File: src/hw/rtl/mbs_pkg.sv
`timescale 1ns / 1ps
// ----------------------------------------------------------------------------
// Multipart boundary stripper package
// Shared widths, codes, state type and the command and status bundles that
// join the controller and the datapath.
// ----------------------------------------------------------------------------
package mbs_pkg;

   localparam int OP_W         = 2;
   localparam int DATA_W       = 8;
   localparam int CHAR_INDEX_W = 6;
   localparam int OUT_ADDR_W   = 24;
   localparam int START_ADDR_W = 24;
   localparam int LENGTH_W     = 7;
   localparam int CSR_INDEX_W  = 1;
   localparam int CSR_DATA_W   = 24;

   localparam logic [CSR_INDEX_W-1:0] CSR_START_ADDRESS   = 1'b0;
   localparam logic [CSR_INDEX_W-1:0] CSR_BOUNDARY_LENGTH = 1'b1;

   localparam logic [LENGTH_W-1:0] BOUNDARY_LENGTH_RESET = 7'd5;

   localparam logic KIND_DATA = 1'b0;
   localparam logic KIND_END  = 1'b1;

   typedef enum logic [OP_W-1:0] {
      OP_LOAD_CHAR = 2'd0,
      OP_START     = 2'd1,
      OP_DATA      = 2'd2
   } op_type;

   typedef enum logic [2:0] {
      ST_IDLE,
      ST_CHECK,
      ST_REPLAY_READ,
      ST_REPLAY_EMIT,
      ST_EMIT_BYTE,
      ST_EMIT_END
   } ctrl_state_type;

   typedef struct packed {
      logic load_char;
      logic start_part;
      logic latch_byte;
      logic advance;
      logic replay_clear;
      logic read_replay;
      logic emit_replay;
      logic emit_byte;
      logic emit_end;
   } ctrl_cmd_type;

   typedef struct packed {
      logic [OP_W-1:0] op;
      logic            active;
      logic            hit;
      logic            done;
      logic            match_zero;
      logic            replay_last;
      logic            slot_free;
   } ctrl_status_type;

endpackage

File: src/hw/rtl/mbs_req_if.sv
`timescale 1ns / 1ps
// ----------------------------------------------------------------------------
// Request channel interface
// Valid/ready channel that carries one input item of the stripper.
// ----------------------------------------------------------------------------
interface mbs_req_if import mbs_pkg::*; ();

   logic                    valid;
   logic                    ready;
   logic [OP_W-1:0]         operation;
   logic [DATA_W-1:0]       value;
   logic [CHAR_INDEX_W-1:0] char_index;

   modport source (output valid, output operation, output value, output char_index,
                   input ready);
   modport sink   (input valid, input operation, input value, input char_index,
                   output ready);

endinterface

File: src/hw/rtl/mbs_rsp_if.sv
`timescale 1ns / 1ps
// ----------------------------------------------------------------------------
// Response channel interface
// Valid/ready channel that carries one result item of the stripper.
// ----------------------------------------------------------------------------
interface mbs_rsp_if import mbs_pkg::*; ();

   logic                  valid;
   logic                  ready;
   logic                  kind;
   logic [DATA_W-1:0]     data_byte;
   logic [OUT_ADDR_W-1:0] byte_address;
   logic                  sector_first;
   logic                  page_last;
   logic                  last;

   modport source (output valid, output kind, output data_byte, output byte_address,
                   output sector_first, output page_last, output last, input ready);
   modport sink   (input valid, input kind, input data_byte, input byte_address,
                   input sector_first, input page_last, input last, output ready);

endinterface

File: src/hw/rtl/mbs_controller.sv
`timescale 1ns / 1ps
// ----------------------------------------------------------------------------
// Multipart boundary stripper controller
// Sequences item intake, boundary compare, prefix replay and result loads.
// ----------------------------------------------------------------------------
module mbs_controller import mbs_pkg::*; (
   input  logic            clock,
   input  logic            reset,
   input  logic            req_valid,
   output logic            req_ready,
   input  ctrl_status_type status_in,
   output ctrl_cmd_type    cmd_out
);

   ctrl_state_type state_ff;
   ctrl_state_type state_in;
   logic           accept;

   always_ff @(posedge clock) begin
      if (reset) begin
         state_ff <= ST_IDLE;
      end else begin
         state_ff <= state_in;
      end
   end

   assign req_ready = (state_ff == ST_IDLE);
   assign accept    = req_valid && req_ready;

   always_comb begin
      state_in = state_ff;
      cmd_out  = '0;
      unique case (state_ff)
         ST_IDLE: begin
            if (accept) begin
               unique case (status_in.op)
                  OP_LOAD_CHAR: begin
                     cmd_out.load_char = 1'b1;
                  end
                  OP_START: begin
                     cmd_out.start_part = 1'b1;
                  end
                  OP_DATA: begin
                     if (status_in.active) begin
                        cmd_out.latch_byte = 1'b1;
                        state_in           = ST_CHECK;
                     end
                  end
                  default: begin
                  end
               endcase
            end
         end
         ST_CHECK: begin
            priority if (status_in.done) begin
               state_in = ST_EMIT_END;
            end else if (status_in.hit) begin
               cmd_out.advance = 1'b1;
               state_in        = ST_IDLE;
            end else if (status_in.match_zero) begin
               state_in = ST_EMIT_BYTE;
            end else begin
               cmd_out.replay_clear = 1'b1;
               state_in             = ST_REPLAY_READ;
            end
         end
         ST_REPLAY_READ: begin
            cmd_out.read_replay = 1'b1;
            state_in            = ST_REPLAY_EMIT;
         end
         ST_REPLAY_EMIT: begin
            if (status_in.slot_free) begin
               cmd_out.emit_replay = 1'b1;
               state_in = status_in.replay_last ? ST_EMIT_BYTE : ST_REPLAY_READ;
            end
         end
         ST_EMIT_BYTE: begin
            if (status_in.slot_free) begin
               cmd_out.emit_byte = 1'b1;
               state_in          = ST_IDLE;
            end
         end
         ST_EMIT_END: begin
            if (status_in.slot_free) begin
               cmd_out.emit_end = 1'b1;
               state_in         = ST_IDLE;
            end
         end
         default: begin
            state_in = ST_IDLE;
         end
      endcase
   end

endmodule

File: src/hw/rtl/mbs_datapath.sv
`timescale 1ns / 1ps
// ----------------------------------------------------------------------------
// Multipart boundary stripper datapath
// Boundary memory, match and address counters, settings and result register.
// ----------------------------------------------------------------------------
module mbs_datapath import mbs_pkg::*; #(
   parameter int BOUNDARY_DEPTH = 64,
   parameter int PAGE_SIZE      = 256,
   parameter int SECTOR_SIZE    = 4096,
   parameter int ADDRESS_WIDTH  = 24
) (
   input  logic                    clock,
   input  logic                    reset,
   input  logic                    csr_wr_en,
   input  logic [CSR_INDEX_W-1:0]  csr_index,
   input  logic [CSR_DATA_W-1:0]   csr_wdata,
   input  logic [OP_W-1:0]         req_operation,
   input  logic [DATA_W-1:0]       req_value,
   input  logic [CHAR_INDEX_W-1:0] req_char_index,
   input  logic                    rsp_ready,
   output logic                    rsp_valid,
   output logic                    rsp_kind,
   output logic [DATA_W-1:0]       rsp_data_byte,
   output logic [OUT_ADDR_W-1:0]   rsp_byte_address,
   output logic                    rsp_sector_first,
   output logic                    rsp_page_last,
   output logic                    rsp_last,
   input  ctrl_cmd_type            cmd_in,
   output ctrl_status_type         status_out
);

   localparam int IDX_W       = $clog2(BOUNDARY_DEPTH);
   localparam int LEN_W       = $clog2(BOUNDARY_DEPTH + 1);
   localparam int PAGE_BITS   = $clog2(PAGE_SIZE);
   localparam int SECTOR_BITS = $clog2(SECTOR_SIZE);
   localparam int ADDR_EXT_W  = ADDRESS_WIDTH + OUT_ADDR_W;

   logic [DATA_W-1:0]        store_mem [BOUNDARY_DEPTH];
   logic [DATA_W-1:0]        rd_data_ff;
   logic [IDX_W-1:0]         rd_addr;
   logic                     rd_en;

   logic [START_ADDR_W-1:0]  start_addr_ff, start_addr_in;
   logic [LENGTH_W-1:0]      blen_ff, blen_in;
   logic                     active_ff, active_in;
   logic [LEN_W-1:0]         match_ff, match_in;
   logic [LEN_W-1:0]         replay_ff, replay_in;
   logic [ADDRESS_WIDTH-1:0] addr_ff, addr_in;
   logic [DATA_W-1:0]        val_ff, val_in;
   logic                     out_valid_ff, out_valid_in;
   logic                     out_kind_ff, out_kind_in;
   logic [DATA_W-1:0]        out_data_ff, out_data_in;
   logic [OUT_ADDR_W-1:0]    out_addr_ff, out_addr_in;
   logic                     out_sf_ff, out_sf_in;
   logic                     out_pl_ff, out_pl_in;
   logic                     out_last_ff, out_last_in;

   logic [LEN_W-1:0]         used_len;
   logic [LEN_W:0]           match_inc;
   logic [LEN_W:0]           replay_inc;
   logic [ADDR_EXT_W-1:0]    start_ext;
   logic [ADDR_EXT_W-1:0]    addr_ext;
   logic                     hit;
   logic                     done;
   logic                     slot_free;
   logic                     load_ok;
   logic                     emit_any;

   always_comb begin
      if (blen_ff == '0) begin
         used_len = LEN_W'(1);
      end else if (int'(blen_ff) > BOUNDARY_DEPTH) begin
         used_len = LEN_W'(BOUNDARY_DEPTH);
      end else begin
         used_len = LEN_W'(blen_ff);
      end
   end

   assign match_inc  = {1'b0, match_ff} + 1'b1;
   assign replay_inc = {1'b0, replay_ff} + 1'b1;
   assign start_ext  = ADDR_EXT_W'(start_addr_ff);
   assign addr_ext   = ADDR_EXT_W'(addr_ff);
   assign hit        = (match_ff < used_len) && (val_ff == rd_data_ff);
   assign done       = hit ? (match_inc >= {1'b0, used_len}) : (match_ff >= used_len);
   assign slot_free  = !out_valid_ff || rsp_ready;
   assign load_ok    = int'(req_char_index) < BOUNDARY_DEPTH;
   assign emit_any   = cmd_in.emit_replay || cmd_in.emit_byte || cmd_in.emit_end;

   assign status_out.op          = req_operation;
   assign status_out.active      = active_ff;
   assign status_out.hit         = hit;
   assign status_out.done        = done;
   assign status_out.match_zero  = (match_ff == '0);
   assign status_out.replay_last = (replay_inc >= {1'b0, match_ff});
   assign status_out.slot_free   = slot_free;

   assign rd_en   = cmd_in.latch_byte || cmd_in.read_replay;
   assign rd_addr = cmd_in.read_replay ? replay_ff[IDX_W-1:0] : match_ff[IDX_W-1:0];

   always_ff @(posedge clock) begin
      if (cmd_in.load_char && load_ok) begin
         store_mem[IDX_W'(req_char_index)] <= req_value;
      end
      if (rd_en) begin
         rd_data_ff <= store_mem[rd_addr];
      end
   end

   always_comb begin
      start_addr_in = start_addr_ff;
      blen_in       = blen_ff;
      active_in     = active_ff;
      match_in      = match_ff;
      replay_in     = replay_ff;
      addr_in       = addr_ff;
      val_in        = val_ff;
      out_valid_in  = out_valid_ff && !rsp_ready;
      out_kind_in   = out_kind_ff;
      out_data_in   = out_data_ff;
      out_addr_in   = out_addr_ff;
      out_sf_in     = out_sf_ff;
      out_pl_in     = out_pl_ff;
      out_last_in   = out_last_ff;

      if (csr_wr_en) begin
         unique case (csr_index)
            CSR_START_ADDRESS: begin
               start_addr_in = csr_wdata[START_ADDR_W-1:0];
            end
            CSR_BOUNDARY_LENGTH: begin
               blen_in = csr_wdata[LENGTH_W-1:0];
            end
         endcase
      end

      if (cmd_in.start_part) begin
         match_in  = '0;
         addr_in   = start_ext[ADDRESS_WIDTH-1:0];
         active_in = 1'b1;
      end
      if (cmd_in.latch_byte) begin
         val_in = req_value;
      end
      if (cmd_in.advance) begin
         match_in = match_inc[LEN_W-1:0];
      end
      if (cmd_in.replay_clear) begin
         replay_in = '0;
      end

      if (emit_any) begin
         out_valid_in = 1'b1;
         out_addr_in  = addr_ext[OUT_ADDR_W-1:0];
         out_sf_in    = (addr_ff[SECTOR_BITS-1:0] == '0);
         out_pl_in    = &addr_ff[PAGE_BITS-1:0];
         out_kind_in  = KIND_DATA;
         out_last_in  = 1'b0;
      end
      if (cmd_in.emit_replay) begin
         out_data_in = rd_data_ff;
         addr_in     = addr_ff + 1'b1;
         replay_in   = replay_inc[LEN_W-1:0];
      end
      if (cmd_in.emit_byte) begin
         out_data_in = val_ff;
         out_last_in = 1'b1;
         addr_in     = addr_ff + 1'b1;
         match_in    = '0;
      end
      if (cmd_in.emit_end) begin
         out_kind_in = KIND_END;
         out_data_in = '0;
         out_sf_in   = 1'b0;
         out_pl_in   = 1'b0;
         out_last_in = 1'b1;
         match_in    = '0;
         active_in   = 1'b0;
      end
   end

   always_ff @(posedge clock) begin
      if (reset) begin
         start_addr_ff <= '0;
         blen_ff       <= BOUNDARY_LENGTH_RESET;
         active_ff     <= 1'b0;
         match_ff      <= '0;
         replay_ff     <= '0;
         addr_ff       <= '0;
         out_valid_ff  <= 1'b0;
      end else begin
         start_addr_ff <= start_addr_in;
         blen_ff       <= blen_in;
         active_ff     <= active_in;
         match_ff      <= match_in;
         replay_ff     <= replay_in;
         addr_ff       <= addr_in;
         out_valid_ff  <= out_valid_in;
      end
   end

   always_ff @(posedge clock) begin
      val_ff      <= val_in;
      out_kind_ff <= out_kind_in;
      out_data_ff <= out_data_in;
      out_addr_ff <= out_addr_in;
      out_sf_ff   <= out_sf_in;
      out_pl_ff   <= out_pl_in;
      out_last_ff <= out_last_in;
   end

   assign rsp_valid        = out_valid_ff;
   assign rsp_kind         = out_kind_ff;
   assign rsp_data_byte    = out_data_ff;
   assign rsp_byte_address = out_addr_ff;
   assign rsp_sector_first = out_sf_ff;
   assign rsp_page_last    = out_pl_ff;
   assign rsp_last         = out_last_ff;

   // A result is loaded only into a free slot, and at most one per cycle.
   assert property (@(posedge clock) disable iff (reset) emit_any |-> slot_free)
      else $error("result loaded while the output slot is occupied");

   assert property (@(posedge clock) disable iff (reset)
      $onehot0({cmd_in.emit_replay, cmd_in.emit_byte, cmd_in.emit_end}))
      else $error("more than one result load in a cycle");

   assert property (@(posedge clock) disable iff (reset) cmd_in.emit_end |=> !active_ff)
      else $error("part still active after its end item");

   assert property (@(posedge clock) disable iff (reset) cmd_in.emit_byte |=> match_ff == '0)
      else $error("match not cleared after a mismatching byte");

   assert property (@(posedge clock) disable iff (reset)
      cmd_in.emit_replay |-> replay_ff < match_ff)
      else $error("replay ran past the held prefix");

endmodule

File: src/hw/rtl/multipart_boundary_stripper_core.sv
`timescale 1ns / 1ps
// ----------------------------------------------------------------------------
// Multipart boundary stripper core
// Passes upload bytes on as addressed flash bytes and removes the end boundary.
// ----------------------------------------------------------------------------
// The block takes one item at a time. Boundary loads and start items are done
// in the cycle they are taken in. A data byte that extends the boundary match
// passes the check state, since the boundary character comes from a memory
// with a registered read. A byte that breaks a match of m characters first
// replays them (a read state and a load state each), then is loaded itself.
// A completing byte passes the check state and loads the end result. Stalls
// of the result channel hold each load. There is no clearing pass after reset.
module multipart_boundary_stripper_core import mbs_pkg::*; #(
   parameter int BOUNDARY_DEPTH = 64,
   parameter int PAGE_SIZE      = 256,
   parameter int SECTOR_SIZE    = 4096,
   parameter int ADDRESS_WIDTH  = 24
) (
   input  logic                   clock,
   input  logic                   reset,
   mbs_req_if.sink                req_ch,
   mbs_rsp_if.source              rsp_ch,
   input  logic                   csr_wr_en,
   input  logic [CSR_INDEX_W-1:0] csr_index,
   input  logic [CSR_DATA_W-1:0]  csr_wdata
);

   ctrl_cmd_type    cmd;
   ctrl_status_type status;

   mbs_controller u_controller (
      .clock     (clock),
      .reset     (reset),
      .req_valid (req_ch.valid),
      .req_ready (req_ch.ready),
      .status_in (status),
      .cmd_out   (cmd)
   );

   mbs_datapath #(
      .BOUNDARY_DEPTH (BOUNDARY_DEPTH),
      .PAGE_SIZE      (PAGE_SIZE),
      .SECTOR_SIZE    (SECTOR_SIZE),
      .ADDRESS_WIDTH  (ADDRESS_WIDTH)
   ) u_datapath (
      .clock            (clock),
      .reset            (reset),
      .csr_wr_en        (csr_wr_en),
      .csr_index        (csr_index),
      .csr_wdata        (csr_wdata),
      .req_operation    (req_ch.operation),
      .req_value        (req_ch.value),
      .req_char_index   (req_ch.char_index),
      .rsp_ready        (rsp_ch.ready),
      .rsp_valid        (rsp_ch.valid),
      .rsp_kind         (rsp_ch.kind),
      .rsp_data_byte    (rsp_ch.data_byte),
      .rsp_byte_address (rsp_ch.byte_address),
      .rsp_sector_first (rsp_ch.sector_first),
      .rsp_page_last    (rsp_ch.page_last),
      .rsp_last         (rsp_ch.last),
      .cmd_in           (cmd),
      .status_out       (status)
   );

endmodule

File: src/flat_wrapper.sv
// flat-port wrapper written by rule: the top's interface ports become plain ports
module multipart_boundary_stripper_core_flat import mbs_pkg::*;
#(
   parameter int BOUNDARY_DEPTH = 64,
   parameter int PAGE_SIZE      = 256,
   parameter int SECTOR_SIZE    = 4096,
   parameter int ADDRESS_WIDTH  = 24
)
  (clock, reset, csr_wr_en, csr_index, csr_wdata, req_ch_valid, req_ch_operation, req_ch_value, req_ch_char_index, req_ch_ready, rsp_ch_valid, rsp_ch_kind, rsp_ch_data_byte, rsp_ch_byte_address, rsp_ch_sector_first, rsp_ch_page_last, rsp_ch_last, rsp_ch_ready);
  mbs_req_if req_ch_i ();
  mbs_rsp_if rsp_ch_i ();
  input  logic clock;
  input  logic reset;
  input  logic csr_wr_en;
  input  logic [CSR_INDEX_W-1:0] csr_index;
  input  logic [CSR_DATA_W-1:0] csr_wdata;
  input wire logic [$bits(req_ch_i.valid)-1:0] req_ch_valid;
  input wire logic [$bits(req_ch_i.operation)-1:0] req_ch_operation;
  input wire logic [$bits(req_ch_i.value)-1:0] req_ch_value;
  input wire logic [$bits(req_ch_i.char_index)-1:0] req_ch_char_index;
  output wire logic [$bits(req_ch_i.ready)-1:0] req_ch_ready;
  output wire logic [$bits(rsp_ch_i.valid)-1:0] rsp_ch_valid;
  output wire logic [$bits(rsp_ch_i.kind)-1:0] rsp_ch_kind;
  output wire logic [$bits(rsp_ch_i.data_byte)-1:0] rsp_ch_data_byte;
  output wire logic [$bits(rsp_ch_i.byte_address)-1:0] rsp_ch_byte_address;
  output wire logic [$bits(rsp_ch_i.sector_first)-1:0] rsp_ch_sector_first;
  output wire logic [$bits(rsp_ch_i.page_last)-1:0] rsp_ch_page_last;
  output wire logic [$bits(rsp_ch_i.last)-1:0] rsp_ch_last;
  input wire logic [$bits(rsp_ch_i.ready)-1:0] rsp_ch_ready;
  assign req_ch_i.valid = req_ch_valid;
  assign req_ch_i.operation = req_ch_operation;
  assign req_ch_i.value = req_ch_value;
  assign req_ch_i.char_index = req_ch_char_index;
  assign req_ch_ready = req_ch_i.ready;
  assign rsp_ch_valid = rsp_ch_i.valid;
  assign rsp_ch_kind = rsp_ch_i.kind;
  assign rsp_ch_data_byte = rsp_ch_i.data_byte;
  assign rsp_ch_byte_address = rsp_ch_i.byte_address;
  assign rsp_ch_sector_first = rsp_ch_i.sector_first;
  assign rsp_ch_page_last = rsp_ch_i.page_last;
  assign rsp_ch_last = rsp_ch_i.last;
  assign rsp_ch_i.ready = rsp_ch_ready;
  multipart_boundary_stripper_core #(.BOUNDARY_DEPTH(BOUNDARY_DEPTH), .PAGE_SIZE(PAGE_SIZE), .SECTOR_SIZE(SECTOR_SIZE), .ADDRESS_WIDTH(ADDRESS_WIDTH)) u_core (.clock(clock), .reset(reset), .req_ch(req_ch_i), .rsp_ch(rsp_ch_i), .csr_wr_en(csr_wr_en), .csr_index(csr_index), .csr_wdata(csr_wdata));
endmodule
File: config.mk
export PLATFORM = sky130hd
export DESIGN_NAME = multipart_boundary_stripper_core_flat
export DESIGN_NICKNAME = d
export VERILOG_FILES = /design/src/hw/rtl/mbs_pkg.sv /design/src/hw/rtl/mbs_req_if.sv /design/src/hw/rtl/mbs_rsp_if.sv /design/src/hw/rtl/mbs_controller.sv /design/src/hw/rtl/mbs_datapath.sv /design/src/hw/rtl/multipart_boundary_stripper_core.sv /design/src/flat_wrapper.sv
export SDC_FILE = /design/constraint.sdc
export NUM_CORES = 1
export LEC_CHECK = 0
export ABC_AREA = 1
export ABC_CLOCK_PERIOD_IN_PS = 2800
export BUFFER_PORTS_ARGS = -buffer_cell sky130_fd_sc_hd__buf_2
export CAP_MARGIN = 10
export CORE_MARGIN = 2
export CORE_UTILIZATION = 40
export CTS_CLUSTER_SIZE = 30
export DETAILED_ROUTE_END_ITERATION = 10
export PLACE_DENSITY = 0.52
export SLEW_MARGIN = 25
export SYNTH_ARGS = -nofsm -noshare
export SYNTH_HDL_FRONTEND = slang
export SYNTH_SLANG_ARGS = --single-unit
File: constraint.sdc
create_clock -name clock -period 2.8 [get_ports clock]
set_input_delay 0.28 -clock clock [delete_from_list [all_inputs] [get_ports clock]]
set_output_delay 0.28 -clock clock [all_outputs]
set_load 0.005 [all_outputs]
### Yosys cells after proc, flatten, opt, wreduce, memory -nomap -nowiden

Memory sizes are Yosys's and may differ from the RTL's. A register that Yosys moved wholly into a read port is not among the register bits.
Index checks and enable logic that the tools add are counted.

* $add $sub $neg: 3
* magnitude comparators: 5
* eq/ne operators: 13
* multiplexer cells: 42
* bitwise logic cells: 1
* reductions and logical operators: 26

Operator list (number)
* two-way mux 24 bit: 3
* two-way mux 7 bit: 6
* two-way mux 3 bit: 11
* adder 24 x 1 -> 24 bit, second input constant: 1
* adder 7 x 1 -> 8 bit, second input constant: 2
* >= comparator 8 x 7 -> 1 bit: 2
* two-way mux 1 bit: 16
* two-way mux 8 bit: 2
* case mux 3 bit (5 select lines): 1
* zero test 7 bit: 2
* zero test 12 bit: 1
* equality test 8 bit: 1
* AND reduction 8 bit: 1
* >= comparator 7 bit: 1
* > comparator 7 bit, second input constant: 1
* less-than comparator 7 bit: 1
* equality test 3 x 2 -> 1 bit, second input constant: 2
* equality test 3 bit, second input constant: 2
* two-way mux 6 bit: 1
* != test 2 x 1 -> 1 bit, second input constant: 3
* nonzero test 2 bit: 3
* OR reduction 2 bit: 3
* AND reduction 5 bit: 1
* logical OR 1 bit: 4
* 13 further kinds: 19

* register bits: 118
* bits in writable memories: 512
* output and inout bits: 38
* word-level logic and storage cells: 106
* memories: 1

Memories
* u_core.u_datapath.store_mem: depth 64, bits a word 8, read ports 1, clocked after memory_dff 1, wr ports 1, line mbs_datapath.sv:38 `logic [DATA_W-1:0] store_mem [BOUNDARY_DEPTH];`

### Logic depth before layout (Yosys ltp)

Gate-level depths: netlist of the first run.

* depth after elaboration: 10
* mapped depth: 18
* mapped depth without buffers: 18

### By module

A second synthesis of the first run with hierarchy kept.

* cell total of the unflattened synthesis: 3000
* area, all modules: 29051.6 um^2

Modules (own cells, without submodules)
* mbs_datapath: instances 1, cells an instance 2945, area each 28732.6 um^2, sequential area each 18237.5 um^2
* mbs_controller: instances 1, cells an instance 55, area each 319.1 um^2, sequential area each 60.1 um^2

### Worst setup path after synthesis of the first run

OpenSTA, ideal clock, no wires.

* path kind: flip-flop to flip-flop
* start point: register u_core.u_datapath.blen_ff[4]
* end point: register u_core.u_datapath.match_ff[1]
* arrival time: 2.129 ns
* required time: 2.730 ns
* setup slack: 0.602 ns
* cell stages (with the launch flop): 19
* clock period less this slack: 2.198 ns
* cell sequence: dfxtp_1 nor2_1 nand2_1 nor3_1 inv_1 nand2_1 nand2_1 ha_1 nand2_1 inv_1 nand2_1 nand2_1 a21oi_1 nand2_1 nor2_1 nand3_1 inv_1 nand2_1 a21oi_1

* longest elaborated chain between the ends: 9

Ends and longest elaborated chain
* start, declared: line mbs_datapath.sv:44 `logic [LENGTH_W-1:0] blen_ff, blen_in;`
* start signal, assigned: line mbs_datapath.sv:192 `blen_ff <= blen_in;`
* > comparator 7 bit: line mbs_datapath.sv:72 `end else if (int'(blen_ff) > BOUNDARY_DEPTH) begin`
* two-way mux 7 bit: line mbs_datapath.sv:72
* two-way mux 7 bit (*): line mbs_datapath.sv:70 `if (blen_ff == '0) begin`
* less-than comparator 7 bit: line mbs_datapath.sv:83 `assign hit = (match_ff < used_len) && (val_ff == rd_data_ff);`
* logical AND 1 bit: line mbs_datapath.sv:83
* two-way mux 1 bit (on tied branches): line mbs_controller.sv:57, mbs_datapath.sv:84
* two-way mux 2 bit (*): line mbs_controller.sv:55 `priority if (status_in.done) begin`
* two-way mux 2 bit (*): line mbs_controller.sv:33 `unique case (state_ff)`
* two-way mux 7 bit / nonzero test 2 bit (equally long branches)
* end signal, assigned: line mbs_datapath.sv:194 `match_ff <= match_in;`
* end, declared: line mbs_datapath.sv:46 `logic [LEN_W-1:0] match_ff, match_in;`

Every way passes the cells marked *; elsewhere a longest branch is shown, timed or not.
A chain may end at the register's enable or synchronous reset.

### Worst setup path in the final report of the first run

* start point: register u_core.u_controller.state_ff[1]
* end point: register u_core.u_datapath.rd_data_ff[3] (read register of u_core.u_datapath.store_mem) (data pin)

* longest elaborated chain between the ends: 5

Ends and longest elaborated chain
* start, declared: line mbs_controller.sv:15 `ctrl_state_type state_ff;`
* start signal, assigned: line mbs_controller.sv:23 `state_ff <= state_in;`
* zero test 3 bit: line mbs_controller.sv:27, mbs_controller.sv:33
* logical AND 1 bit: line mbs_controller.sv:28 `assign accept = req_valid && req_ready;`
* two-way mux 3 bit: line mbs_controller.sv:35 `if (accept) begin`
* two-way mux 3 bit: line mbs_controller.sv:33
* logical OR 1 bit: line mbs_datapath.sv:97 `assign rd_en = cmd_in.latch_byte || cmd_in.read_replay;`
* end, declared: line mbs_datapath.sv:39 `logic [DATA_W-1:0] rd_data_ff;`

Parallel ways exist; a longest one is shown, timed or not.

==> summary.txt, run 1 <==
Layout
  • Area growth from synthesis to layout: 17.4%
  • Register area: 18300 um^2
  • Non-filler cells, final: 4244
  • Commonest non-fill, non-tap cell in the layout: nand2_1
  • Filler cell count: 6795
  • Share of cells above drive strength 1: 0.108
  • Finished Core Util: 0.475
  • Area of the multi-input gates: 7900 um^2
  • Nets@finish: 3309
  • Commonest non-fill, non-tap cells in the layout: 678 x nand2_1, 601 x nand3_1, 581 x inv_1

Route
  • Detailed Route WL: 83700 um
  • Antenna Nets Post-Route: 0
  • DRT iter0 DRCs: 1993
  • DR vias/cell: about 5
  • DRC violations left: 0
  • Detailed Routing Iterations Pass 1: 6
  • Routed WL per cell: 19.7 um
  • Vias: 21600

Timing
  • Crit path time final: about 2.6 ns
  • RSZ-0062 raised after global routing: false
  • Slew @ Worst Pin: 0.984 ns
  • Final hold violations: 0
  • Minimum hold slack: approximately 0.12 ns
  • Max-slew violations: 0
  • Fin crit share: 0.942
  • Setup_tns: 0 ns
  • Fmax: 0.379 GHz
  • Rel. slew slack: 0.343
  • PnR worst setup slack: between 0.15 and 0.2 ns
  • Clock skew: 0.0313 ns
  • Final setup fails: 0

Synthesis
  • Largest area contributor in the netlist: edfxtp_1
  • #FFs+latches synth: 638
  • Register area share after synthesis: 0.632
  • Mapped Area: 29000 um^2
  • Post-Synthesis Cells: 3048
  • Primary FF master, synth: edfxtp_1
  • Yosys warns: 0
  • Post-synth ARST share: 0
  • Synth top area share: 0.572
  • Post-synth EDFFs: 552
  • Synth top area cells: edfxtp_1 57%, nand3_1 10%, nand2_1 8.8%, inv_1 7.5%, dfxtp_1 5.9%
  • Synth cell types: 39
  • Syn Nets: 3120
  • Synth Area per Inst: roughly 9.5 um^2

Critical path
  • CP Buf/Inv Count: 2
  • Worst path most repeated cell: nand3_1
  • Critical path's largest stage delay: 0.55 ns
  • Slowest-stage cell, CP: dfxtp_1
  • CP top delay family: simple AND/OR/NAND/NOR gates
  • Crit-path cells: nand2_4 -> nand2_2 -> buf_6 -> buf_6 -> nand3_1 -> nand3_1 -> nand3_1 -> nand3_1 -> nand3_1 -> nand3_1 -> nand2_1
  • Setup CP Type: reg2reg
  • Worst-path maximum fanout: 23
  • CP Capture Type: flop
  • Critical Path Source Type: flop
  • CP required: 3.17 ns
  • Crit path arrival time: between 3 and 4 ns

Placed design
  • Setup Slack @ Placement: -0.105 ns
  • DP HPWL: roughly 54000 um
  • IO buf count: 83
  • Gpl congestion: roughly 0.87
  • Placed cell count: 4087

Pwr
  • PD cells: 618 nW/um^2
  • Maximum VDD drop: 557 uV
  • Power share of the combinational group: 0.035
  • Sequential power share: 0.500
  • Clock power frac: 0.465
  • Leak Pwr: approximately 14 nW
  • Total internal power: 16.5 mW
  • Switching portion of total power: 0.213
  • P_sw: 4.48 mW

GRT
  • Vias in the first global route: 20800
  • Initial antenna violation count: 2
  • First-pass GRT wire length: 127000 um
  • Largest net degree at the start of global routing: 89
  • Total global-route track usage: 0.224
  • Grt total ovfl: 0

Floorplanning
  • Die Y: 273 um
  • DIE AREA: 74600 um^2
  • Rows: between 90 and 100
  • Die X: 273 um
  • Initial Utilization: 0.404
  • Core Area: 71600 um^2
  • Num ports: 84

Clocking
  • Clk sink count: 638
  • CTS tree: done
  • # H-tree levels: 3
  • CTS max path bufs: 3
  • Post-CTS setup repair buffer count: 0
  • Reg clk slew, reported paths: 0.06 ns
  • Num CTS Buffers: 74
  • Clock root buffer master: clkbuf_16
  • Clk Latency, worst-skew pair: 0.63 ns

Hold path
  • Hold Crit Class: in2reg

Run
  • Max Cap Violations: 0

Run status
  • Outcome: finished clean
==> cells in the mapped netlist, types with 2 or more instances <==
library cell / count
a21oi_1: 64
a221oi_1: 2
a31oi_1: 9
buf_1: 7
buf_2: 77
buf_4: 9
clkbuf_1: 41
dfxtp_1: 86
edfxtp_1: 552
ha_1: 26
inv_1: 582
inv_2: 2
nand2_1: 680
nand2_2: 3
nand3_1: 604
nand3b_1: 7
nand4_1: 12
nor2_1: 154
nor3_1: 16
nor4_1: 2
o21ai_0: 66
o21ai_1: 3
o21ai_2: 2
o221ai_1: 3
o22ai_1: 4
or2_2: 2
xnor2_1: 7
xor2_1: 15
==> state kept, by name (all words and copies together), names as in the netlist <==
signal	count
u_core.u_datapath.rsp_page_last	1
u_core.u_datapath.rsp_data_byte	8
u_core.u_datapath.start_addr_ff	24
u_core.u_datapath.rsp_byte_address	24
u_core.u_datapath.rd_data_ff	8
u_core.u_datapath.val_ff	8
u_core.u_datapath.blen_ff	7
u_core.u_datapath.active_ff	1
u_core.u_datapath.replay_ff	7
u_core.u_datapath.addr_ff	24
u_core.u_datapath.rsp_last	1
u_core.u_datapath.rsp_valid	1
u_core.u_controller.state_ff	3
u_core.u_datapath.match_ff	7
u_core.u_datapath.rsp_kind	1
u_core.u_datapath.rsp_sector_first	1
u_core.u_datapath.store_mem	512
==> stage by stage <==
stage	total power [mW]	cell area, um^2
3_5_place_dp	11.4	31300
6_report	21.0	34000
2_1_floorplan	11.0	29000
3_3_place_gp	11.4	31300
5_1_grt	21.7	34000
4_1_cts	21.2	34000
==> worst min-delay path: cells and delay by family <==
family / cells / cell delay [ns]
AND/OR/NAND/NOR: 2 / 0.11
buffers and inverters: 2 / 0.24
AO/OA/AOI/OAI: 1 / 0.05
==> cell families (layout without fill, tap and decap cells) <==
| family | Yosys count | after routing | share of synthesized area |
|---|---|---|---|
| simple gates | 1486 | 1486 | 0.223 |
| buf+inv | 719 | 964 | 0.0979 |
| flops | 638 | 638 | 0.632 |
| compound gates | 157 | 157 | 0.0290 |
| fa+ha+maj | 26 | 26 | 0.0112 |
| xor+xnor | 22 | 22 | 0.00665 |
| other cells | 0 | 1 | 0 |
==> power groups by stage <==
| stage | Combinational [mW] | Sequential [mW] | Clock [mW] |
|---|---|---|---|
| final | 0.736 | 10.5 | 9.78 |
| after global routing | 0.812 | 10.5 | 10.3 |
| after CTS | 0.742 | 10.5 | 9.97 |
| after detailed placement | 0.713 | 10.7 | 0 |
| after global placement | 0.701 | 10.7 | 0 |
| after floorplan | 0.263 | 10.7 | 0 |
==> repair_timing <==
action                                  in CTS  in global routing
gates resized for setup                      2                  8
endpoints found under the hold margin       30                  0
endpoints found under the setup margin      11                432
hold buffers                                24                  0
pin swaps                                    0                  0
==> path summary, 6_finish.rpt <==
path | slack [ns] | cells after the start | startpoint | end
setup / recovery | 0.16 | 11 | u_core.u_controller.state_ff[1]$_SDFFE_PP0P_ | u_core.u_datapath.rd_data_ff[3]$_DFFE_PP_
hold / removal | 0.12 | 5 | rsp_ch_ready | u_core.u_controller.state_ff[2]$_SDFFE_PP0P_
setup reg to reg | 0.16 | 11 | u_core.u_controller.state_ff[1]$_SDFFE_PP0P_ | u_core.u_datapath.rd_data_ff[3]$_DFFE_PP_
hold reg to reg | 0.45 | 2 | u_core.u_datapath.start_addr_ff[9]$_SDFFE_PP0P_ | u_core.u_datapath.start_addr_ff[9]$_SDFFE_PP0P_
==> per-layer routing <==
metal,vias up,track usage,part of all wire
met1,10400,0.314,0.45
li1,10300,-,-
met4,0,0.0709,0.027
met3,135,0.0310,0.056
met5,-,0,0
met2,711,0.362,0.46
==> layout make-up <==
class,instances,area share
Sequential cell,638,0.538
Multi-Input combinational cell,1691,0.232
Inverter,584,0.0645
Clock buffer,94,0.0597
Timing Repair Buffer,248,0.0574
Tap cell,950,0.0350
Clock inverter,38,0.0126
Antenna cell,1,0.0000736
Power figures use the tool's default switching activity.
==> run 2, diff against run 1 <==
--- a/config.mk
+++ b/config.mk
@@ -9,9 +9,10 @@
 export ABC_CLOCK_PERIOD_IN_PS = 2800
 export BUFFER_PORTS_ARGS = -buffer_cell sky130_fd_sc_hd__buf_2
 export CAP_MARGIN = 10
+export CORE_ASPECT_RATIO = 1.75
 export CORE_MARGIN = 2
 export CORE_UTILIZATION = 40
-export CTS_CLUSTER_SIZE = 30
+export CTS_CLUSTER_SIZE = 40
 export DETAILED_ROUTE_END_ITERATION = 10
 export PLACE_DENSITY = 0.52
 export SLEW_MARGIN = 25
==> run 2 against run 1 <==
First-iteration DRC count decreased by 18%. Critical endpoint is now u_core.u_datapath.rd_data_ff[6]$_DFFE_PP_. Largest cell class unchanged. Cell area decreased by 1.2%. Setup slack got worse by 0.036 ns. Register-to-register slack got worse by 0.04 ns. Highest routed layer is now met5. Power decreased by 7.4%.
==> summary.txt, run 2 (synthesized netlist as in run 1, its figures left out) <==
Run status
  • Outcome: finished clean (unchanged)

GRT
  • First-pass GRT wire length: 130000 um (was 127000 um)
  • Grt total ovfl: 0 (unchanged)
  • Initial antenna violation count: 1 (was 2)
  • Largest net degree at the start of global routing: 86 (was 89)
  • Vias in the first global route: 22000 (was 20800)
  • Total global-route track usage: 0.228 (was 0.224)

Layout
  • Area growth from synthesis to layout: 15.9% (was 17.4%)
  • Commonest non-fill, non-tap cells in the layout: 678 x nand2_1, 603 x nand3_1, 581 x inv_1 (was 678 x nand2_1, 601 x nand3_1, 581 x inv_1)
  • Share of cells above drive strength 1: 0.105 (was 0.108)
  • Largest Register: u_core.u_datapath.store_mem (unchanged)
  • Nets@finish: 3301 (was 3309)
  • Fin area: 33600 um^2 (was 34000 um^2)
  • Max reg flops: 512 (unchanged)
  • Commonest non-fill, non-tap cell in the layout: nand2_1 (unchanged)

Timing
  • Final setup fails: 0 (unchanged)
  • Fin crit share: 0.955 (was 0.942)
  • Slew @ Worst Pin: 0.790 ns (was 0.984 ns)
  • Crit path time final: 2.68 ns (was 2.64 ns)
  • Minimum hold slack: 0.0333 ns (was 0.118 ns)
  • Setup_tns: 0 ns (unchanged)
  • Rel. slew slack: 0.468 (was 0.343)
  • Clock skew: 0.0131 ns (was 0.0313 ns)
  • Fmax: 0.374 GHz (was 0.379 GHz)
  • Final hold violations: 0 (unchanged)
  • RSZ-0062 raised after global routing: false (unchanged)
  • PnR worst setup slack: 0.125 ns (was 0.161 ns)
  • Max-slew violations: 0 (unchanged)

Placed design
  • IO buf count: 83 (unchanged)
  • Setup Slack @ Placement: 0.0995 ns (was -0.105 ns)
  • Cell area after placement: 31300 um^2 (about the same)
  • DP HPWL: 58000 um (was 53600 um)
  • Gpl congestion: 0.915 (was 0.873)

Clocking
  • CTS max path bufs: 3 (unchanged)
  • Clk Latency, worst-skew pair: 0.65 ns (was 0.63 ns)
  • Reg clk slew, reported paths: 0.07 ns (was 0.06 ns)
  • Clock root buffer master: clkbuf_16 (unchanged)
  • # H-tree levels: 2 (was 3)
  • Num CTS Buffers: 60 (was 74)
  • CTS tree: done (unchanged)
  • Clk sink count: 638 (unchanged)
  • Post-CTS setup repair buffer count: 0 (unchanged)

Floorplanning
  • Rows: 130 (was 98)
  • Die X: 207 um (was 273 um)
  • Core Area: 71700 um^2 (was 71600 um^2)
  • Die Y: 360 um (was 273 um)
  • Num ports: 84 (unchanged)
  • Initial Utilization: 0.404 (about the same)
  • DIE AREA: 74700 um^2 (was 74600 um^2)

Critical path
  • CP Capture Type: flop (unchanged)
  • R2R depth: 13 (was 11)
  • Critical Path Source Type: flop (unchanged)
  • Worst-path maximum fanout: 39 (was 23)
  • CP required: 3.19 ns (was 3.17 ns)
  • Setup CP Type: reg2reg (unchanged)
  • Crit path arrival time: 3.07 ns (was 3.01 ns)
  • FF-to-FF setup slack: 0.12 ns (was 0.16 ns)

Pwr
  • Leak Pwr: 14.1 nW (was 14.3 nW)
  • PD cells: 580 nW/um^2 (was 618 nW/um^2)
  • Maximum VDD drop: 539 uV (was 557 uV)
  • Total power: 19.5 mW (was 21.0 mW)

Run
  • Max Cap Violations: 0 (unchanged)

Route
  • DR vias/cell: 5.13 (was 5.09)
  • Antenna Nets Post-Route: 0 (unchanged)
  • Detailed Route WL: 86600 um (was 83700 um)
  • DRC violations left: 0 (unchanged)
  • Vias: 21600 (about the same)
  • Detailed Routing Iterations Pass 1: 8 (was 6)
  • DRT iter0 DRCs: 1638 (was 1993)
  • Routed WL per cell: 20.6 um (was 19.7 um)

Hold path
  • Hold Crit Class: in2reg (unchanged)
  • Worst hold path stage count: 4 (was 5)
## run 2: final cells by class
| type | instances | area (um^2) |
|---|---|---|
| Clock buffer | 83 | 1690 |
| Clock inverter | 30 | 268 |
| Fill cell | 6781 | 38200 |
| Inverter | 584 | 2190 |
| Tap cell | 924 | 1160 |
| Antenna cell | 1 | 2.50 |
| Timing Repair Buffer | 252 | 2050 |
| Sequential cell | 638 | 18300 |
| Multi-Input combinational cell | 1693 | 7920 |
## run 2: where the power goes
part,switching (mW),internal (mW),total (mW)
sequential,0.0785,10.4,10.5
combinational,0.496,0.237,0.733
clock,3.65,4.59,8.23
total,4.22,15.2,19.5
## run 2: metal layers
layer | global-route usage | vias up | wire length [um] | share of wire
li1 | - | 10300 | - | -
met1 | 0.249 | 10500 | 31900 | 0.37
met2 | 0.428 | 601 | 46400 | 0.54
met3 | 0.0260 | 222 | 3610 | 0.042
met4 | 0.119 | 2 | 4730 | 0.055
met5 | 0 | - | 13 | 0.00015
## run 2: worst max-delay path, stage by stage (launching register included)
cell	delay, ns
dfxtp_2	0.37
nor2_4	0.20
nand2_4	0.17
nand2_2	0.28
nand2_8	0.20
buf_12	0.24
nand2_1	0.10
nand3_1	0.09
nand3_1	0.09
nand2_1	0.07
nand2_1	0.07
nand3_1	0.13
nand3_1	0.25
nand2_1	0.10
## run 2: worst paths after layout
check | startpoint | end
max | u_core.u_controller.state_ff[2]$_SDFFE_PP0P_ | u_core.u_datapath.rd_data_ff[6]$_DFFE_PP_
min | rsp_ch_ready | u_core.u_controller.state_ff[2]$_SDFFE_PP0P_
max reg2reg | u_core.u_controller.state_ff[2]$_SDFFE_PP0P_ | u_core.u_datapath.rd_data_ff[6]$_DFFE_PP_
min reg2reg | u_core.u_datapath.rsp_kind$_SDFFE_PP1P_ | u_core.u_datapath.rsp_kind$_SDFFE_PP1P_
## run 2: stage by stage
| step | instances | utilization |
|---|---|---|
| floorplan | 3048 | - |
| global placement | 4065 | 0.437 |
| detailed placement | 4065 | 0.437 |
| CTS | 4202 | 0.467 |
| global route | 4204 | 0.468 |
| finish | 4205 | 0.468 |
## run 2: timing repair
item	in CTS	in global routing
resized for setup	0	7
endpoints found under the setup margin	0	25
endpoints found under the hold margin	31	0
hold buffers	24	0
==> run 3, diff against run 2 <==
--- a/config.mk
+++ b/config.mk
@@ -5,7 +5,6 @@
 export SDC_FILE = /design/constraint.sdc
 export NUM_CORES = 1
 export LEC_CHECK = 0
-export ABC_AREA = 1
 export ABC_CLOCK_PERIOD_IN_PS = 2800
 export BUFFER_PORTS_ARGS = -buffer_cell sky130_fd_sc_hd__buf_2
 export CAP_MARGIN = 10
==> run 3 against run 2 <==
Wire length down 7.3%. Final cell count fell by 20%. Non-clock buffer count increased by 89. Global-route usage grew 0.72 points. Sequential share of layout area increased by 2.8 points. Synthesized cell count decreased by 27%. Critical path depth shrank 2. Cell area fell by 4.8%. Power is 1.3% higher. Critical path type unchanged. Largest power group unchanged.
==> summary.txt, run 3 <==
Layout
  • Area of the multi-input gates: 7620 um^2 (was 7920 um^2)
  • Register area: 18300 um^2 (about the same)
  • Fin area: 32000 um^2 (was 33600 um^2)
  • Nets@finish: 2575 (was 3301)
  • Commonest non-fill, non-tap cells in the layout: 587 x nand2_1, 552 x edfxtp_1, 246 x nand3_1 (was 678 x nand2_1, 603 x nand3_1, 581 x inv_1)
  • # diodes: 0 (was 1)
  • Area growth from synthesis to layout: 21.8% (was 15.9%)
  • Finished Core Util: 0.491 (was 0.468)
  • Largest Register: u_core.u_datapath.store_mem (unchanged)
  • Share of cells above drive strength 1: 0.188 (was 0.105)
  • Max reg flops: 512 (unchanged)
  • Commonest non-fill, non-tap cell in the layout: nand2_1 (unchanged)
  • Filler cell count: 5752 (was 6781)

Clocking
  • Clk sink count: 638 (unchanged)
  • Clock root buffer master: clkbuf_16 (unchanged)
  • Clk Latency, worst-skew pair: 0.64 ns (was 0.65 ns)
  • # H-tree levels: 2 (unchanged)
  • Num CTS Buffers: 57 (was 60)
  • Reg clk slew, reported paths: 0.07 ns (about the same)
  • CTS max path bufs: 3 (unchanged)
  • CTS tree: done (unchanged)

Synthesis
  • Post-synth ARST share: 0 (unchanged)
  • Post-synth EDFFs: 552 (unchanged)
  • Synth Area per Inst: 11.8 um^2 (was 9.50 um^2)
  • Most frequent cells after synthesis: 591 x nand2_1, 552 x edfxtp_1, 248 x nand3_1 (was 680 x nand2_1, 604 x nand3_1, 582 x inv_1)
  • Post-Synthesis Cells: 2232 (was 3048)
  • #FFs+latches synth: 638 (unchanged)
  • Largest area contributor in the netlist: edfxtp_1 (unchanged)
  • Register area share after synthesis: 0.697 (was 0.632)
  • Synth top area share: 0.631 (was 0.572)
  • Yosys warns: 0 (unchanged)
  • Syn Nets: 2304 (was 3120)
  • Synth top area cells: edfxtp_1 63%, nand2_1 8.5%, dfxtp_1 6.6%, nand3_1 4.7%, a21oi_1 2.5% (was edfxtp_1 57%, nand3_1 10%, nand2_1 8.8%, inv_1 7.5%, dfxtp_1 5.9%)
  • Mapped Area: 26200 um^2 (was 29000 um^2)
  • Synth cell types: 61 (was 39)
  • Primary FF master, synth: edfxtp_1 (unchanged)
  • Top-count cell post-synth: nand2_1 (unchanged)

Route
  • Detailed Routing Iterations Pass 1: 5 (was 8)
  • DRC violations left: 0 (unchanged)
  • Antenna Nets Post-Route: 0 (unchanged)
  • Routed WL per cell: 23.8 um (was 20.6 um)
  • Vias: 18500 (was 21600)
  • DR vias/cell: 5.48 (was 5.13)
  • DRT iter0 DRCs: 1325 (was 1638)
  • Detailed Route WL: 80300 um (was 86600 um)

Timing
  • Clock skew: 0.0247 ns (was 0.0131 ns)
  • Final hold violations: 0 (unchanged)
  • Max-slew violations: 0 (unchanged)
  • Fmax: 0.360 GHz (was 0.374 GHz)
  • Setup_tns: 0 ns (unchanged)
  • Minimum hold slack: 0.0333 ns (about the same)
  • Rel. slew slack: 0.342 (was 0.468)
  • RSZ-0062 raised after global routing: true (was false)
  • Slew @ Worst Pin: 0.986 ns (was 0.790 ns)
  • Final setup fails: 0 (unchanged)
  • Fin crit share: 0.993 (was 0.955)
  • Crit path time final: 2.78 ns (was 2.68 ns)
  • PnR worst setup slack: 0.0203 ns (was 0.125 ns)

Hold path
  • Worst hold path stage count: 3 (was 4)
  • Hold Path End: u_core.u_datapath.blen_ff[6]$_SDFFE_PP0P_ (was u_core.u_controller.state_ff[2]$_SDFFE_PP0P_)
  • Hold Crit Class: in2reg (unchanged)
  • Min-delay src: csr_wr_en (was rsp_ch_ready)

Pwr
  • PD cells: 617 nW/um^2 (was 580 nW/um^2)
  • Leak Pwr: 11.2 nW (was 14.1 nW)
  • Maximum VDD drop: 419 uV (was 539 uV)
  • Sequential power share: 0.529 (was 0.539)
  • P_sw: 4.04 mW (was 4.22 mW)
  • Power share of the combinational group: 0.028 (was 0.038)
  • Total internal power: 15.7 mW (was 15.2 mW)
  • Switching portion of total power: 0.205 (was 0.217)
  • Clock power frac: 0.443 (was 0.423)

Critical path
  • Crit path arrival time: 3.29 ns (was 3.07 ns)
  • R2R depth: 11 (was 13)
  • Setup CP Type: reg2reg (unchanged)
  • Critical Path Source Type: flop (unchanged)
  • Worst-path maximum fanout: 16 (was 39)
  • CP required: 3.31 ns (was 3.19 ns)
  • R2R Path Start: u_core.u_controller.state_ff[2]$_SDFFE_PP0P_ (unchanged)
  • R2R Path End: u_core.u_datapath.rd_data_ff[4]$_DFFE_PP_ (was u_core.u_datapath.rd_data_ff[6]$_DFFE_PP_)
  • CP Capture Type: flop (unchanged)
  • FF-to-FF setup slack: 0.02 ns (was 0.12 ns)

GRT
  • Total global-route track usage: 0.235 (was 0.228)
  • Vias in the first global route: 18600 (was 22000)
  • Largest net degree at the start of global routing: 69 (was 86)
  • Initial antenna violation count: 1 (unchanged)
  • Grt total ovfl: 0 (unchanged)
  • First-pass GRT wire length: 117000 um (was 130000 um)

Floorplanning
  • Initial Utilization: 0.403 (was 0.404)
  • Die Y: 343 um (was 360 um)
  • Num ports: 84 (unchanged)
  • Die X: 198 um (was 207 um)
  • Core Area: 65200 um^2 (was 71700 um^2)
  • DIE AREA: 67800 um^2 (was 74700 um^2)
  • Rows: 124 (was 130)

Placed design
  • Gpl congestion: 0.872 (was 0.915)
  • Setup Slack @ Placement: -0.243 ns (was 0.0995 ns)
  • DP HPWL: 54600 um (was 58000 um)
  • Cell area after placement: 29100 um^2 (was 31300 um^2)
  • IO buf count: 83 (unchanged)

Run
  • Max Cap Violations: 0 (unchanged)

Run status
  • Outcome: finished clean (unchanged)
[run 3: cell types whose count changed after synthesis, moves of 13 or more]
cell,previous run,this run
a32oi_1,0,18
buf_2,77,36
inv_1,582,13
mux2i_1,0,30
nor2_1,154,130
nand2_1,680,591
clkbuf_1,41,71
o21ai_0,66,29
a21oi_1,64,133
nand3_1,604,248
nor4_1,2,17
xor2_1,15,2
a31oi_1,9,32
and3_1,1,16
[run 3: how the worst max path moves through the flow]
| stage | from | end | slack (ns) | cells past startpoint |
|---|---|---|---|---|
| floorplan | u_core.u_datapath.replay_ff[0]$_SDFFE_PP0P_ | u_core.u_controller.state_ff[1]$_SDFFE_PP0P_ | 0.14 | 11 |
| global placement | u_core.u_datapath.replay_ff[2]$_SDFFE_PP0P_ | u_core.u_datapath.rd_data_ff[4]$_DFFE_PP_ | -0.18 | 11 |
| detailed placement | u_core.u_controller.state_ff[2]$_SDFFE_PP0P_ | u_core.u_datapath.rd_data_ff[4]$_DFFE_PP_ | -0.24 | 11 |
| CTS | u_core.u_controller.state_ff[2]$_SDFFE_PP0P_ | u_core.u_datapath.rd_data_ff[6]$_DFFE_PP_ | 0.003 | 9 |
| global route | u_core.u_controller.state_ff[2]$_SDFFE_PP0P_ | u_core.u_datapath.rd_data_ff[4]$_DFFE_PP_ | -0.04 | 11 |
| finish | u_core.u_controller.state_ff[2]$_SDFFE_PP0P_ | u_core.u_datapath.rd_data_ff[4]$_DFFE_PP_ | 0.02 | 11 |
[run 3: through the flow]
stage               power, mW  cells
global placement         11.2   3214
global route             20.2   3371
finish                   19.7   3371
detailed placement       11.2   3214
CTS                      19.9   3356
floorplan                10.8   2232
[run 3: critical path, stage by stage, from the launching register on]
cell and delay, ns:
dfxtp_1 0.32, buf_4 0.18, or4b_4 0.58, o21ai_4 0.11
buf_12 0.16, buf_16 0.14, nand2_1 0.06, nand3_1 0.13
a21oi_1 0.13, nor4_2 0.42, buf_4 0.23, and4_1 0.17
[run 3: per-layer routing]
layer | up-vias | wire length [um] | global-route usage | share of wire
li1 | 8636 | - | - | -
met5 | - | 13 | 0 | 0.00016
met1 | 9134 | 28600 | 0.249 | 0.36
met3 | 169 | 3650 | 0.0302 | 0.045
met2 | 537 | 44200 | 0.456 | 0.55
met4 | 2 | 3870 | 0.108 | 0.048
[run 3: power by group through the flow]
| stage | clock network (mW) | logic (mW) | registers (mW) |
|---|---|---|---|
| floorplan | 0 | 0.168 | 10.6 |
| global placement | 0 | 0.522 | 10.6 |
| detailed placement | 0 | 0.531 | 10.6 |
| CTS | 8.89 | 0.563 | 10.4 |
| global route | 9.20 | 0.606 | 10.4 |
| finish | 8.73 | 0.558 | 10.4 |
[run 3: cell families after synthesis]
logic type / count (synthesis) / share of synthesized area
buffers and inverters: 143 / 0.0234
XOR/XNOR: 15 / 0.00501
AND/OR/NAND/NOR: 1105 / 0.185
adder cells (fa/ha/maj): 26 / 0.0124
AO/OA/AOI/OAI: 271 / 0.0640
multiplexers: 34 / 0.0133
flip-flops: 638 / 0.697
[run 3: area by class of cell]
class,instances,area share
inverter,13,0.00153
clock buffer,71,0.0481
multi-input combinational,1452,0.238
tap,819,0.0321
clock inverter,37,0.0169
timing repair buffer,341,0.0903
sequential,638,0.573
[run 3: repair_timing]
action,4_1_cts,5_1_grt
cloned,1,5
endpoints found under the setup margin,9,17
endpoints found under the hold margin,33,0
hold buffers,29,0
pin swaps,2,6
gates resized for setup,16,48
setup buffers,4,10
